## src/rtl/dq_pkg.sv

```systemverilog
package dq_pkg;

  // Operation codes carried on the mode field
  localparam logic [2:0] MODE_PUSH_FRONT = 3'd0;
  localparam logic [2:0] MODE_PUSH_BACK  = 3'd1;
  localparam logic [2:0] MODE_POP_FRONT  = 3'd2;
  localparam logic [2:0] MODE_POP_BACK   = 3'd3;
  localparam logic [2:0] MODE_QUERY      = 3'd4;

  localparam int WORD_W  = 32;
  localparam int COUNT_W = 11;

  typedef enum logic [1:0] {
    ST_IDLE,
    ST_LOAD,
    ST_OUT
  } ctrl_state_t;

  // Controller to datapath
  typedef struct packed {
    logic exec;  // carry out the operation of the item at the input
    logic load;  // take the fetched word into the end cache
  } dq_cmd_t;

  // Datapath to controller
  typedef struct packed {
    logic need_fetch;  // the pending operation leaves an end word in memory
  } dq_status_t;

endpackage

```

## src/rtl/dq_ctrl.sv

```systemverilog
module dq_ctrl (
  input  logic               clk,
  input  logic               rst,
  input  logic               in_valid,
  output logic               in_stall,
  output logic               out_valid,
  input  logic               out_stall,
  input  dq_pkg::dq_status_t status,
  output dq_pkg::dq_cmd_t    cmd
);
  import dq_pkg::*;

  ctrl_state_t state;
  ctrl_state_t state_next;

  // Hold the state register
  always_ff @(posedge clk) begin
    if (rst) begin
      state <= ST_IDLE;
    end else begin
      state <= state_next;
    end
  end

  // Advance through accept, optional fetch, and result delivery
  always_comb begin
    state_next = state;
    case (state)
      ST_IDLE: begin
        if (in_valid) begin
          state_next = status.need_fetch ? ST_LOAD : ST_OUT;
        end
      end
      ST_LOAD: begin
        state_next = ST_OUT;
      end
      ST_OUT: begin
        if (!out_stall) begin
          state_next = ST_IDLE;
        end
      end
      default: begin
        state_next = ST_IDLE;
      end
    endcase
  end

  // Drive handshake and datapath commands
  always_comb begin
    in_stall  = 1'b1;
    out_valid = 1'b0;
    cmd.exec  = 1'b0;
    cmd.load  = 1'b0;
    case (state)
      ST_IDLE: begin
        in_stall = 1'b0;
        cmd.exec = in_valid;
      end
      ST_LOAD: begin
        cmd.load = 1'b1;
      end
      ST_OUT: begin
        out_valid = 1'b1;
      end
      default: begin
        in_stall = 1'b1;
      end
    endcase
  end

endmodule

```

## config.mk

```make
export PLATFORM = sky130hd
export DESIGN_NAME = dq_ctrl
export DESIGN_NICKNAME = d
export VERILOG_FILES = /design/src/rtl/dq_pkg.sv /design/src/rtl/dq_ctrl.sv
export SDC_FILE = /design/constraint.sdc
export NUM_CORES = 1
export LEC_CHECK = 0
export BUFFER_PORTS_ARGS = -buffer_cell sky130_fd_sc_hd__buf_2
export CORE_AREA = 5 5 42 44
export CTS_CLUSTER_DIAMETER = 60
export DETAILED_ROUTE_END_ITERATION = 10
export DIE_AREA = 0 0 47 49
export HOLD_SLACK_MARGIN = 0.05
export PLACE_DENSITY_LB_ADDON = 0.25
export SYNTH_ARGS = -nofsm -noshare
export SYNTH_HDL_FRONTEND = slang
export SYNTH_SLANG_ARGS = --single-unit
```

## constraint.sdc

```tcl
create_clock -name clk -period 1.5 [get_ports clk]
set_input_delay 0.075 -clock clk [delete_from_list [all_inputs] [get_ports clk]]
set_output_delay 0.075 -clock clk [all_outputs]
set_load 0.05 [all_outputs]
```

==> impl_metrics.py <==
metrics = {
    "synthesis": {
        "synth_area_um2": 109,
        "muxShareOfSynthArea": 0,
        "ys_warn_count": 0,
        "syn_inst": 12,
        "yosys-top-cells-area": "dfxtp_1 (37%), nor2b_1 (11%), nor2_4 (10%)",
        "synth_top_area_frac": 0.368,
        "synth_simple_gate_area_frac": 0.483,
        "synth_fa_ha_area_frac": 0,
        "avgSynthCellArea_um2": 9.07,
        "synth_top_family_by_area": "simple AND/OR/NAND/NOR gates",
        "synth_xor_area_frac": 0,
        "synth_nets": 17,
        "yosysTopAreaCell": "dfxtp_1",
        "synth_seq_cells": 2,
        "synth_compound_area_frac": 0.115,
        "ys_seq_area_frac": 0.368,
        "yosysUniqueCellTypes": 10,
    },
    "clocking": {
        "cts.htree.levels": 1,
        "clk_pin_slew_worst_paths_ns": 0.03,
        "cts_sinks": 2,
        "root_buffer": "clkbuf_4",
        "cts_tree": "yes",
        "cts_buffers": 3,
        "clk-insertion-delay-late_ns": 0.23,
        "cts_buffer_depth": 2,
    },
    "sta": {
        "clock_skew_ns": 0.00120,
        "max_freq_mhz": 818,
        "rsz0062_at_grt": "false",
        "min_period_ns": 1.22,
        "period_share": 0.815,
        "finalSetupTns_ns": 0,
        "slew_violations": 0,
        "relSlewSlack": 0.830,
        "worstMarginPinSlew_ns": 0.256,
        "finalHoldViolCount": 0,
        "setup_viol": 0,
    },
    "drt": {
        "postRouteAntennaNets": 0,
        "drc_errors": 0,
        "routedWlPerCell_um": 8.33,
        "vias": 123,
        "firstDrtPassIters": 1,
        "totalWireLength_um": 333,
        "first_iter_violations": 0,
        "vias_per_cell": 3.08,
    },
    "floorplan": {
        "die_y_um": 49,
        "num_rows": 14,
        "dieArea_mm2": 0.00230,
        "io_pins": 9,
        "dieWidth_um": 47,
        "initial_core_util": 0.0777,
        "core_mm2": 0.00140,
    },
    "setup_path": {
        "crit_fanout": 4,
        "crit_path_end_kind": "output pin",
        "critical_path_arrival_ns": 1.15,
        "critPathLaunch": "state[0]",
        "worstReg2RegStart": "state[0]",
        "cp.required_ns": 1.42,
        "critPathLaunchType": "flop",
        "worst-setup-path-type": "reg -> out",
        "r2r_slack_ns": 0.64,
    },
    "status": {
        "status": "complete, no violations",
    },
    "grt": {
        "grt_use_total": 0.0450,
        "grt_antenna_before_repair": 0,
        "grt_pass1_vias": 146,
        "grt_max_degree": 5,
        "overflow": 0,
        "grt_first_pass_wirelength_um": 586,
    },
    "finish": {
        "top_register": "state",
        "largest_reg_flops": 2,
        "design_area_um2": 201,
        "multi_input_area_um2": 65.1,
        "drive_gt1_frac": 0.542,
        "regArea_um2": 40.0,
        "reg.largest.list": "state (2)",
        "final_nets": 31,
        "n_fill_cell": 174,
        "mostFrequentLayoutCells": "buf_2 (8), clkbuf_4 (3), nor2b_1 (2), dfxtp_1 (2)",
        "area_growth_pct": 85.1,
        "final_common_cell": "buf_2",
        "diodes": 0,
    },
    "placement": {
        "gp_congestion": 0.657,
        "placed_area_um2": 169,
        "io_buffers": 8,
    },
    "worst_hold_path": {
        "hp-start": "out_stall",
        "hold_path_class": "in -> reg",
    },
    "pwr": {
        "finalPower_uw": 245,
        "pwr_density_cell_mw_per_mm2": 1220,
        "leakage_nw": 0.106,
        "ir_drop_mv": 0.178,
    },
    "flow_run": {
        "max_cap_violations": 0,
    },
}
[metal layers]
metal | vias up | GRT usage | part of all wire
met5 | - | 0 | 0
met1 | 49 | 0.0394 | 0.39
li1 | 62 | - | -
met2 | 10 | 0.0362 | 0.33
met4 | 0 | 0.0691 | 0.054
met3 | 2 | 0.0554 | 0.22
[report_power, final]
part	internal [mW]	switching (mW)
registers	0.0569	0.00257
logic	0.0217	0.0435
clock network	0.0883	0.0320
total	0.167	0.0780
[cell type report]
cell class | instances | area share
inverter | 1 | 0.0186
multi-input combinational | 9 | 0.323
sequential | 2 | 0.199
tap | 16 | 0.0994
clock buffer | 3 | 0.112
timing repair buffer | 9 | 0.248
[worst paths after layout]
path	to	cells past startpoint
setup / recovery	cmd[1]	3
setup reg to reg	state[0]	3
hold reg to reg	state[1]	2
hold / removal	state[1]	3
[synth_stat cells]
cell type and n:
nor2b_1 2, and2b_1 1, nor2_4 1, inv_1 1, and3b_1 1, o21bai_1 1, dfxtp_1 2, or2_4 1
nand2_1 1, a21oi_1 1
[what timing repair did]
item                                   4_1_cts  5_1_grt
gates resized for setup                      0        0
buffers inserted                             0        0
endpoints found under the hold margin        1        0
hold buffers                                 1        0
[stage by stage]
step	worst slack [ns]	hold slack, ns	util	instances
5_1_grt	0.195	0.0927	0.144	40
6_report	0.278	0.0924	0.144	40
3_3_place_gp	0.518	0.246	0.121	36
3_5_place_dp	0.508	0.254	0.121	36
4_1_cts	0.264	0.0877	0.144	40
2_1_floorplan	0.320	0.144	-	12
[kinds of logic (layout without fill, tap and decap cells)]
logic type	Yosys count	in the layout
AO/OA/AOI/OAI	2	2
buffers and inverters	1	13
flip-flops	2	2
AND/OR/NAND/NOR	7	7
[worst max-delay path: stages (launching register included)]
cell	delay, ns
dfxtp_1	0.31
or2_4	0.26
nor2_4	0.08
buf_2	0.26
Note: power is estimated with default switching activity, not from simulation.
